--- config.mk ---
export PLATFORM = sky130hd
export DESIGN_NAME = ciff_image_header_validator
export DESIGN_NICKNAME = d
export VERILOG_FILES = /design/src/hdl/cihv_pkg.sv /design/src/hdl/cihv_front.sv /design/src/hdl/cihv_queue.sv /design/src/hdl/cihv_back.sv /design/src/hdl/ciff_image_header_validator.sv
export SDC_FILE = /design/constraint.sdc
export NUM_CORES = 2
export LEC_CHECK = 0
export BUFFER_PORTS_ARGS = -buffer_cell sky130_fd_sc_hd__buf_2
export CORE_MARGIN = 1.5
export CORE_UTILIZATION = 40
export CTS_CLUSTER_SIZE = 30
export DETAILED_ROUTE_END_ITERATION = 6
export HOLD_SLACK_MARGIN = 0.06
export SLEW_MARGIN = 0
export SYNTH_ARGS = -nofsm -noshare
export SYNTH_HDL_FRONTEND = slang
export SYNTH_SLANG_ARGS = --single-unit
--- constraint.sdc ---
create_clock -name i_clk -period 21.9 [get_ports i_clk]
set_clock_uncertainty 0.2 [all_clocks]
set_input_delay 2.19 -clock i_clk [delete_from_list [all_inputs] [get_ports i_clk]]
set_output_delay 2.19 -clock i_clk [all_outputs]
set_load 0.005 [all_outputs]
--- src/hdl/cihv_pkg.sv ---
package cihv_pkg;

    // Layout of the fixed file head
    localparam int MAGIC_LEN  = 4;
    localparam int FIXED_PART = 36;

    // Characters the parser looks for
    localparam logic [7:0] CH_C    = 8'h43;
    localparam logic [7:0] CH_I    = 8'h49;
    localparam logic [7:0] CH_F    = 8'h46;
    localparam logic [7:0] CH_LF   = 8'h0A;
    localparam logic [7:0] CH_NUL  = 8'h00;

    // Fault codes reported with each file
    localparam logic [2:0] FAULT_NONE      = 3'd0;
    localparam logic [2:0] FAULT_MAGIC     = 3'd1;
    localparam logic [2:0] FAULT_CONTENT   = 3'd2;
    localparam logic [2:0] FAULT_CAPTION   = 3'd3;
    localparam logic [2:0] FAULT_NO_TAG    = 3'd4;
    localparam logic [2:0] FAULT_HDR_SIZE  = 3'd5;
    localparam logic [2:0] FAULT_PIXELS    = 3'd6;
    localparam logic [2:0] FAULT_TRUNCATED = 3'd7;

    // What the back end has to do with one byte
    typedef enum logic [2:0] {
        OP_NONE,
        OP_HDR,
        OP_CONTENT,
        OP_WIDTH,
        OP_HEIGHT,
        OP_BODY
    } t_op_kind;

    // One classified byte, as queued between front and back
    typedef struct packed {
        t_op_kind   kind;
        logic [7:0] data;
        logic [2:0] k;          // byte lane inside a little-endian field
        logic       last;       // final byte of the file
        logic       magic_bad;  // magic mismatch seen up to and including this byte
    } t_op;

    // Expected magic byte at head position idx
    function automatic logic [7:0] magic_byte(input logic [1:0] idx);
        logic [7:0] r;
        case (idx)
            2'd0:    r = CH_C;
            2'd1:    r = CH_I;
            default: r = CH_F;
        endcase
        return r;
    endfunction

endpackage

--- src/hdl/cihv_front.sv ---
module cihv_front #(
    parameter int COUNT_WIDTH = 64
) (
    input  logic                   i_clk,
    input  logic                   i_rst_n,
    input  logic                   i_valid,
    input  logic [7:0]             i_data_byte,
    input  logic                   i_final_byte,
    input  logic                   i_full,
    output logic                   o_stall,
    output logic                   o_push,
    output cihv_pkg::t_op          o_op,
    output logic [COUNT_WIDTH-1:0] o_pos
);
    import cihv_pkg::*;

    localparam logic [COUNT_WIDTH-1:0] POS_MAX = '1;

    logic [COUNT_WIDTH-1:0] r_pos, n_pos;
    logic                   r_magic_ok;
    logic [63:0]            r_hdr, n_hdr;
    logic [5:0]             idx;
    logic                   mismatch;
    logic                   accept;
    t_op                    op;

    assign accept  = i_valid && !i_full;
    assign o_stall = i_full;
    assign o_push  = accept;
    assign o_op    = op;
    assign o_pos   = r_pos;

    // Classify the byte by its position in the file
    always_comb begin
        idx      = r_pos[5:0] - 6'(MAGIC_LEN);
        mismatch = 1'b0;
        op.kind  = OP_NONE;
        op.data  = i_data_byte;
        op.k     = idx[2:0];
        op.last  = i_final_byte;
        if (r_pos < COUNT_WIDTH'(MAGIC_LEN)) begin
            mismatch = (i_data_byte != magic_byte(r_pos[1:0]));
        end else if (r_pos < COUNT_WIDTH'(FIXED_PART)) begin
            case (idx[4:3])
                2'd0:    op.kind = OP_HDR;
                2'd1:    op.kind = OP_CONTENT;
                2'd2:    op.kind = OP_WIDTH;
                default: op.kind = OP_HEIGHT;
            endcase
        end else if (64'(r_pos) < r_hdr) begin
            op.kind = OP_BODY;
        end
        op.magic_bad = !r_magic_ok || mismatch;

        n_hdr = r_hdr;
        if (op.kind == OP_HDR) begin
            n_hdr = r_hdr | (64'(i_data_byte) << {idx[2:0], 3'b000});
        end
        n_pos = (r_pos == POS_MAX) ? r_pos : r_pos + 1'b1;
    end

    // Position, magic status and header length of the current file
    always_ff @(posedge i_clk) begin
        if (!i_rst_n) begin
            r_pos      <= '0;
            r_magic_ok <= 1'b1;
            r_hdr      <= '0;
        end else if (accept) begin
            if (i_final_byte) begin
                r_pos      <= '0;
                r_magic_ok <= 1'b1;
                r_hdr      <= '0;
            end else begin
                r_pos      <= n_pos;
                r_magic_ok <= !op.magic_bad;
                r_hdr      <= n_hdr;
            end
        end
    end

endmodule

--- src/hdl/cihv_queue.sv ---
module cihv_queue #(
    parameter int WIDTH = 80,
    parameter int DEPTH = 4     // power of two
) (
    input  logic             i_clk,
    input  logic             i_rst_n,
    input  logic             i_push,
    input  logic [WIDTH-1:0] i_data,
    input  logic             i_pop,
    output logic [WIDTH-1:0] o_data,
    output logic             o_full,
    output logic             o_empty
);
    localparam int PW = (DEPTH > 1) ? $clog2(DEPTH) : 1;
    localparam int CW = $clog2(DEPTH + 1);

    logic [WIDTH-1:0] r_mem [DEPTH];
    logic [PW-1:0]    r_wr, r_rd;
    logic [CW-1:0]    r_count;
    logic             do_push, do_pop;

    assign o_full  = (r_count == CW'(DEPTH));
    assign o_empty = (r_count == '0);
    assign o_data  = r_mem[r_rd];
    assign do_push = i_push && !o_full;
    assign do_pop  = i_pop && !o_empty;

    // Storage
    always_ff @(posedge i_clk) begin
        if (do_push) begin
            r_mem[r_wr] <= i_data;
        end
    end

    // Pointers and fill level
    always_ff @(posedge i_clk) begin
        if (!i_rst_n) begin
            r_wr    <= '0;
            r_rd    <= '0;
            r_count <= '0;
        end else begin
            if (do_push) begin
                r_wr <= r_wr + 1'b1;
            end
            if (do_pop) begin
                r_rd <= r_rd + 1'b1;
            end
            case ({do_push, do_pop})
                2'b10:   r_count <= r_count + 1'b1;
                2'b01:   r_count <= r_count - 1'b1;
                default: r_count <= r_count;
            endcase
        end
    end

    a_no_push_when_full: assert property (@(posedge i_clk) disable iff (!i_rst_n)
        !(i_push && o_full))
        else $error("queue written while full");
    a_no_pop_when_empty: assert property (@(posedge i_clk) disable iff (!i_rst_n)
        !(i_pop && o_empty))
        else $error("queue read while empty");
    a_count_range: assert property (@(posedge i_clk) disable iff (!i_rst_n)
        (do_push && !do_pop) |=> (r_count == $past(r_count) + 1'b1))
        else $error("queue count lost a transaction");

endmodule

--- src/hdl/cihv_back.sv ---
module cihv_back #(
    parameter int COUNT_WIDTH = 64
) (
    input  logic                   i_clk,
    input  logic                   i_rst_n,
    input  logic                   i_empty,
    input  cihv_pkg::t_op          i_op,
    input  logic [COUNT_WIDTH-1:0] i_pos,
    output logic                   o_pop,
    input  logic                   i_stall,
    output logic                   o_valid,
    output logic                   o_file_valid,
    output logic [2:0]             o_fault_code,
    output logic [62:0]            o_image_width,
    output logic [62:0]            o_image_height
);
    import cihv_pkg::*;

    localparam logic [COUNT_WIDTH-1:0] POS_MAX = '1;

    typedef struct packed {
        logic trunc;
        logic magic_bad;
        logic cap_miss;
        logic tag_miss;
        logic hdr_bad;
        logic pix_bad;
    } t_checks;

    logic en;

    // Stage 1 state: decoded fields and caption/tag scan
    logic [63:0] r_hdr, r_content, r_width, r_height, r_lt;
    logic        r_cap, r_tag;
    logic [63:0] n_hdr, n_content, n_width, n_height, n_lt;
    logic        n_cap, n_tag;
    logic [63:0] v, p_ext, total64;
    logic [COUNT_WIDTH-1:0] total;
    t_checks     chk;

    // Stage 1 -> 2 registers
    logic        r_m_valid;
    logic [71:0] r_m_prod;
    logic [2:0]  r_m_k;
    logic        r_s_valid;
    t_checks     r_s_chk;
    logic [63:0] r_s_content;
    logic [62:0] r_s_width, r_s_height;

    // Stage 2 accumulator and stage 2 -> 3 registers
    logic [63:0]  r_acc, n_acc;
    logic         r_ovf, n_ovf;
    logic [127:0] sh;
    logic         term_ovf;
    logic [64:0]  sum;
    logic         r_f_valid;
    logic [63:0]  r_f_acc, r_f_content;
    logic         r_f_ovf;
    t_checks      r_f_chk;
    logic [62:0]  r_f_width, r_f_height;

    // Stage 3
    logic [65:0] prod3;
    logic        prod_bad;
    logic [2:0]  fault;

    // Output register
    logic        r_out_valid, r_out_file_valid;
    logic [2:0]  r_out_fault;
    logic [62:0] r_out_width, r_out_height;

    // The whole back pipeline advances unless the output is held
    assign en    = !r_out_valid || !i_stall;
    assign o_pop = en && !i_empty;

    // Stage 1: field decode, caption and tag scan, end-of-file checks
    always_comb begin
        v         = 64'(i_op.data) << {i_op.k, 3'b000};
        p_ext     = 64'(i_pos);
        n_hdr     = r_hdr;
        n_content = r_content;
        n_width   = r_width;
        n_height  = r_height;
        n_lt      = r_lt;
        n_cap     = r_cap;
        n_tag     = r_tag;
        case (i_op.kind)
            OP_HDR:     n_hdr     = r_hdr | v;
            OP_CONTENT: n_content = r_content | v;
            OP_WIDTH:   n_width   = r_width | v;
            OP_HEIGHT:  n_height  = r_height | v;
            OP_BODY: begin
                if (!r_cap) begin
                    if (i_op.data == CH_LF) begin
                        n_cap = 1'b1;
                        n_lt  = p_ext + 64'd1;
                    end
                end else if (i_op.data == CH_NUL) begin
                    n_tag = 1'b1;
                    n_lt  = p_ext + 64'd1;
                end
            end
            default: ;
        endcase

        total         = (i_pos == POS_MAX) ? i_pos : i_pos + 1'b1;
        total64       = 64'(total);
        chk.trunc     = (total64 < 64'(FIXED_PART)) || (total64 < n_hdr);
        chk.magic_bad = i_op.magic_bad;
        chk.cap_miss  = !n_cap;
        chk.tag_miss  = !n_tag;
        chk.hdr_bad   = (n_hdr != n_lt);
        chk.pix_bad   = (total == POS_MAX) || ((total64 - n_hdr) != n_content);
    end

    always_ff @(posedge i_clk) begin
        if (!i_rst_n) begin
            r_hdr     <= '0;
            r_content <= '0;
            r_width   <= '0;
            r_height  <= '0;
            r_lt      <= '0;
            r_cap     <= 1'b0;
            r_tag     <= 1'b0;
            r_m_valid <= 1'b0;
            r_s_valid <= 1'b0;
        end else if (en) begin
            r_m_valid <= o_pop && (i_op.kind == OP_HEIGHT);
            r_s_valid <= o_pop && i_op.last;
            if (o_pop) begin
                if (i_op.last) begin
                    r_hdr     <= '0;
                    r_content <= '0;
                    r_width   <= '0;
                    r_height  <= '0;
                    r_lt      <= '0;
                    r_cap     <= 1'b0;
                    r_tag     <= 1'b0;
                end else begin
                    r_hdr     <= n_hdr;
                    r_content <= n_content;
                    r_width   <= n_width;
                    r_height  <= n_height;
                    r_lt      <= n_lt;
                    r_cap     <= n_cap;
                    r_tag     <= n_tag;
                end
            end
        end
    end

    // Stage 1 payload: partial product and end-of-file snapshot
    always_ff @(posedge i_clk) begin
        if (en) begin
            r_m_prod    <= 72'(r_width) * 72'(i_op.data);
            r_m_k       <= i_op.k;
            r_s_chk     <= chk;
            r_s_content <= n_content;
            r_s_width   <= n_width[62:0];
            r_s_height  <= n_height[62:0];
        end
    end

    // Stage 2: add width * height byte at its lane, tracking overflow
    always_comb begin
        sh       = 128'(r_m_prod) << {r_m_k, 3'b000};
        term_ovf = |sh[127:64];
        sum      = 65'(r_acc) + 65'(sh[63:0]);
        n_acc    = r_acc;
        n_ovf    = r_ovf;
        if (r_m_valid) begin
            n_ovf = r_ovf || term_ovf || sum[64];
            if (!term_ovf) begin
                n_acc = sum[63:0];
            end
        end
    end

    always_ff @(posedge i_clk) begin
        if (!i_rst_n) begin
            r_acc     <= '0;
            r_ovf     <= 1'b0;
            r_f_valid <= 1'b0;
        end else if (en) begin
            r_f_valid <= r_s_valid;
            if (r_s_valid) begin
                r_acc <= '0;
                r_ovf <= 1'b0;
            end else begin
                r_acc <= n_acc;
                r_ovf <= n_ovf;
            end
        end
    end

    always_ff @(posedge i_clk) begin
        if (en) begin
            r_f_acc     <= n_acc;
            r_f_ovf     <= n_ovf;
            r_f_content <= r_s_content;
            r_f_chk     <= r_s_chk;
            r_f_width   <= r_s_width;
            r_f_height  <= r_s_height;
        end
    end

    // Stage 3: product times three against content size, fault priority
    always_comb begin
        prod3    = 66'(r_f_acc) + 66'({r_f_acc, 1'b0});
        prod_bad = r_f_ovf || (prod3[65:64] != 2'b00) || (prod3[63:0] != r_f_content);
        if (r_f_chk.trunc) begin
            fault = FAULT_TRUNCATED;
        end else if (r_f_chk.magic_bad) begin
            fault = FAULT_MAGIC;
        end else if (prod_bad) begin
            fault = FAULT_CONTENT;
        end else if (r_f_chk.cap_miss) begin
            fault = FAULT_CAPTION;
        end else if (r_f_chk.tag_miss) begin
            fault = FAULT_NO_TAG;
        end else if (r_f_chk.hdr_bad) begin
            fault = FAULT_HDR_SIZE;
        end else if (r_f_chk.pix_bad) begin
            fault = FAULT_PIXELS;
        end else begin
            fault = FAULT_NONE;
        end
    end

    // Output register
    always_ff @(posedge i_clk) begin
        if (!i_rst_n) begin
            r_out_valid <= 1'b0;
        end else if (en) begin
            r_out_valid <= r_f_valid;
        end
    end

    always_ff @(posedge i_clk) begin
        if (en) begin
            r_out_file_valid <= (fault == FAULT_NONE);
            r_out_fault      <= fault;
            r_out_width      <= r_f_width;
            r_out_height     <= r_f_height;
        end
    end

    assign o_valid        = r_out_valid;
    assign o_file_valid   = r_out_file_valid;
    assign o_fault_code   = r_out_fault;
    assign o_image_width  = r_out_width;
    assign o_image_height = r_out_height;

    a_snap_moves: assert property (@(posedge i_clk) disable iff (!i_rst_n)
        (en && r_s_valid) |=> r_f_valid)
        else $error("end-of-file snapshot dropped between stages");
    a_acc_cleared: assert property (@(posedge i_clk) disable iff (!i_rst_n)
        (en && r_s_valid) |=> (r_acc == '0 && !r_ovf))
        else $error("product accumulator not cleared after end of file");
    a_hold_on_stall: assert property (@(posedge i_clk) disable iff (!i_rst_n)
        !en |=> ($stable(r_f_valid) && $stable(r_s_valid) && $stable(r_acc)))
        else $error("back pipeline moved while output held");

endmodule

--- src/hdl/ciff_image_header_validator.sv ---
// CIFF image header validator: one file byte per transaction, one result per file.
// Throughput: one byte per clock while the queue is not full, sustained across file boundaries.
// Path: a file's final byte passes through the queue, then the decode stage, the product
// accumulate stage and fault select into the output register. A stalled result holds the
// back end; the input stalls only once the 4-entry queue is full.
// Reset: i_rst_n synchronous, active low; clears queue, pipeline valids and parse state.
module ciff_image_header_validator #(
    parameter int COUNT_WIDTH = 64
) (
    input  logic        i_clk,
    input  logic        i_rst_n,
    input  logic        i_valid,
    output logic        o_stall,
    input  logic [7:0]  i_data_byte,
    input  logic        i_final_byte,
    output logic        o_valid,
    input  logic        i_stall,
    output logic        o_file_valid,
    output logic [2:0]  o_fault_code,
    output logic [62:0] o_image_width,
    output logic [62:0] o_image_height
);
    import cihv_pkg::*;

    localparam int Q_WIDTH = $bits(t_op) + COUNT_WIDTH;

    logic                   push, pop, full, empty;
    t_op                    f_op, b_op;
    logic [COUNT_WIDTH-1:0] f_pos, b_pos;
    logic [Q_WIDTH-1:0]     q_out;

    // Front end: position tracking and byte classification
    cihv_front #(.COUNT_WIDTH(COUNT_WIDTH)) u_front (
        .i_clk        (i_clk),
        .i_rst_n      (i_rst_n),
        .i_valid      (i_valid),
        .i_data_byte  (i_data_byte),
        .i_final_byte (i_final_byte),
        .i_full       (full),
        .o_stall      (o_stall),
        .o_push       (push),
        .o_op         (f_op),
        .o_pos        (f_pos)
    );

    // Decoupling queue
    cihv_queue #(.WIDTH(Q_WIDTH), .DEPTH(4)) u_queue (
        .i_clk   (i_clk),
        .i_rst_n (i_rst_n),
        .i_push  (push),
        .i_data  ({f_pos, f_op}),
        .i_pop   (pop),
        .o_data  (q_out),
        .o_full  (full),
        .o_empty (empty)
    );

    assign b_op  = q_out[$bits(t_op)-1:0];
    assign b_pos = q_out[Q_WIDTH-1:$bits(t_op)];

    // Back end: field decode, product, checks and result
    cihv_back #(.COUNT_WIDTH(COUNT_WIDTH)) u_back (
        .i_clk          (i_clk),
        .i_rst_n        (i_rst_n),
        .i_empty        (empty),
        .i_op           (b_op),
        .i_pos          (b_pos),
        .o_pop          (pop),
        .i_stall        (i_stall),
        .o_valid        (o_valid),
        .o_file_valid   (o_file_valid),
        .o_fault_code   (o_fault_code),
        .o_image_width  (o_image_width),
        .o_image_height (o_image_height)
    );

endmodule
==> results.yml <==
outcome:
  outcome: "completed"
synth:
  synth.avg_cell_area_um2: 10.37
  netlist_area_mm2: 0.09012
  synth_area_leaders: "edfxtp_1 (32%), dfxtp_1 (12%), fa_1 (8.4%)"
  synth_flop_cell: "edfxtp_1"
  ys_async_sr_fraction: 0
  synth_edf_count: 974
  ys_types: 103
  ys_ff_latch: 1502
  yosys_warnings: 0
  syn_inst: 8690
  ys_seq_area_frac: 0.4419
  synth.top_cell.area_share: 0.3246
  syn_nets: 9453
  synth_top_area_cell: "edfxtp_1"
die:
  fp.dieH_um: 477.6
  io_pins: 145
  die_w_um: 477.6
  dieArea_mm2: 0.2281
  rows: 174
  core_area_mm2: 0.2245
  start_util: 0.4015
routing:
  num_vias: 67520
  drc: 0
  ant_nets: 0
  dr.pass1.iters: 6
  detail_route.vias_per_cell: 5.739
  wl_per_cell_um: 24.96
  routed_wl_um: 293700
  drtIter0Drc: 6209
critical_path:
  path_class: "register to register"
  startpoint_type: "register"
  reg2regPathDepth: 22
  worstPathArrival_ns: 10.61
  crit_fanout: 58
  r2r-end: "u_back.r_m_prod[70]$_DFFE_PN_"
  end_kind: "register"
  worstSetupEndpoint: "u_back.r_m_prod[70]$_DFFE_PN_"
  ff2ff_setup_slack_ns: 11.65
  crit_required_ns: 22.27
sta:
  maxSlewHeadroom: 0.1312
  hold_viol: 0
  finalCritPeriodShare: 0.4679
  fmax_ghz: 0.09760
  setup_viol: 0
  grt_setup_unrepaired: "false"
  setup-tns-final_ns: 0
  finalWorstSetupSlack_ns: 11.65
  max_slew.worst_pin.slew_ns: 1.291
  slew_viol_final: 0
  fin_crit_ns: 10.25
clock_network:
  clk_path_buf_depth: 3
  clk_pin_slew_worst_paths_ns: 0.06
  insertion_delay_ns: 0.86
  cts_sinks: 1502
  htree_levels: 4
  numCtsBuffers: 158
  post_cts_buffers: 0
  cts_tree: "yes"
  post_cts_resized: 0
  clock-root-buffer: "clkbuf_16"
  cts_hold_buffers: 0
min_path:
  min_from: "u_back.r_s_width[42]$_DFFE_PN_"
  min_path_type: "register to register"
final_layout:
  nets: 9395
  syn_to_final_growth_pct: 10.10
  multi_input_area_mm2: 0.04649
  regArea_mm2: 0.03983
  filler_cell_count: 20960
  drive_gt1_frac: 0.09147
  fin_util: 0.4420
placed_design:
  dp_slack_ns: 11.73
  numPortBuffers: 144
  gp_congestion: 0.9324
  hpwl_um: 218900
grt:
  grt_pass1_vias: 65410
  antenna_found_initial: 6
  grt_max_degree: 181
  grt_pass1_wl_um: 432600
  grt_use_total: 0.2507
  grt_remaining_overflow: 0
pwr:
  internal_power_mw: 6.080
  sequentialPowerShare: 0.343
  power_frac_comb: 0.375
  p_switching_mw: 3.976
  powerDensity_mw_per_mm2: 101.4
  swShare: 0.3954
  leakagePower_nw: 41.26
  peakVddDrop_uv: 85.61
  power_frac_clock: 0.282
run:
  drv_cap: 0
## cell usage in the layout, fill, tap and decap left out, types with 23 or more instances in the layout
master	n
a211oi_1	24
a21boi_0	27
a21o_1	242
a21oi_1	522
a22oi_1	61
a31o_2	81
a31oi_1	66
and2_1	450
and3_1	58
and4_1	30
buf_2	143
buf_4	98
clkbuf_1	27
clkbuf_16	161
dfxtp_1	526
edfxtp_1	974
fa_1	376
ha_1	374
inv_1	553
mux2_2	49
mux2i_1	64
mux4_2	71
nand2_1	723
nand2b_1	65
nand3_1	130
nand4_1	163
nor2_1	636
nor2b_1	113
nor3_1	227
nor3b_1	102
nor4_1	73
o2111a_1	49
o211ai_1	37
o21a_1	62
o21ai_0	369
o21bai_1	31
or3_1	23
xnor2_1	299
xor2_1	197
## how the worst min path moves through the flow
| stage | cells after the start | slack (ns) | to |
|---|---|---|---|
| final | 0 | 0.20 | u_back.r_f_width[42]$_DFFE_PN_ |
| after detailed placement | 0 | 0.20 | u_back.o_image_width[20]$_DFFE_PN_ |
| after floorplan | 0 | 0.20 | u_back.o_image_height[0]$_DFFE_PN_ |
| after global placement | 0 | 0.20 | u_back.r_f_width[45]$_DFFE_PN_ |
| after CTS | 0 | 0.19 | u_back.r_f_width[42]$_DFFE_PN_ |
| after global routing | 0 | 0.21 | u_back.o_image_height[18]$_DFFE_PN_ |
## state kept, by name, summed over array words and instances, names as in the netlist, 64 cells and up, named ones only
name                cells
u_back.r_acc           64
u_back.r_content       64
u_back.r_f_acc         64
u_back.r_f_content     64
u_back.r_hdr           64
u_back.r_lt            64
u_back.r_m_prod        72
u_back.r_s_content     64
u_back.r_width         64
u_front.o_pos          64
u_front.r_hdr          64
u_queue.r_mem         312
## layout make-up
cell class                 count  area share
multi-input combinational   6169      0.4686
sequential                  1502      0.4014
clock buffer                 196     0.04274
tap                         2992     0.03773
inverter                     557     0.02122
timing repair buffer         244     0.01515
clock inverter               100     0.01304
antenna                        5   0.0001261
## critical path, stage by stage, from the launching register on
cell and delay, ns:
dfxtp_4 0.57, buf_4 0.71, mux4_4 0.83, buf_4 0.62, and2_1 0.25, fa_1 0.45, fa_1 0.52, fa_1 0.55
inv_1 0.06, fa_1 0.53, inv_1 0.04, ha_1 0.37, and3_1 0.22, nand3_1 0.14, a2111o_1 0.46, a2111oi_0 1.10
o41a_1 0.53, nand3b_1 0.20, a211oi_1 0.10, or4b_2 0.74, nor3_1 0.39, o221ai_1 0.22, xnor2_1 0.15
## through the flow
stage	hold slack [ns]	instance area [um^2]	instances	power [mW]
final	0.1987	99220	11770	10.06
after global routing	0.2083	99210	11760	10.48
after CTS	0.1948	99210	11760	10.06
after detailed placement	0.2045	93670	11460	7.216
after global placement	0.2013	93670	11460	7.209
after floorplan	0.2003	90120	8690	5.895
## Yosys cell counts, drive strengths merged (242+ instances only)
master and number:
o21ai 374, edfxtp 974, fa 376, dfxtp 528, clkbuf 335, nand2 727
a21oi 525, nor2 649, a21o 242, ha 374, xnor2 301, and2 460
inv 556
## power by group through the flow
| stage | clock network [mW] | logic (mW) | registers, mW |
|---|---|---|---|
| finish | 2.83 | 3.77 | 3.45 |
| global route | 2.99 | 4.01 | 3.48 |
| CTS | 2.88 | 3.72 | 3.46 |
| detailed placement | 0 | 3.70 | 3.51 |
| global placement | 0 | 3.70 | 3.51 |
| floorplan | 0 | 2.43 | 3.46 |
## metal layers
metal  part of all wire  global-route usage  vias up
met5                  0                   0        -
met4              0.040             0.09320        0
met3              0.053             0.02753      440
met2               0.46              0.4016     2319
met1               0.45              0.3496    33920
li1                   -                   -    30840
## kinds of logic (layout without fill, tap and decap cells)
logic type                 Yosys count  count (layout)  share of synthesized area
other                                0               5                          0
buffers and inverters             1019            1097                    0.04401
DFF                               1502            1502                     0.4419
AOI/OAI and AO/OA                 1809            1809                     0.1315
adders and majority gates          750             750                     0.1355
muxes                              191             191                    0.03273
and+or+nand+nor                   2917            2917                     0.1649
xor gates and xnor gates           502             502                    0.04957
Note: power is estimated with default switching activity, not from simulation.
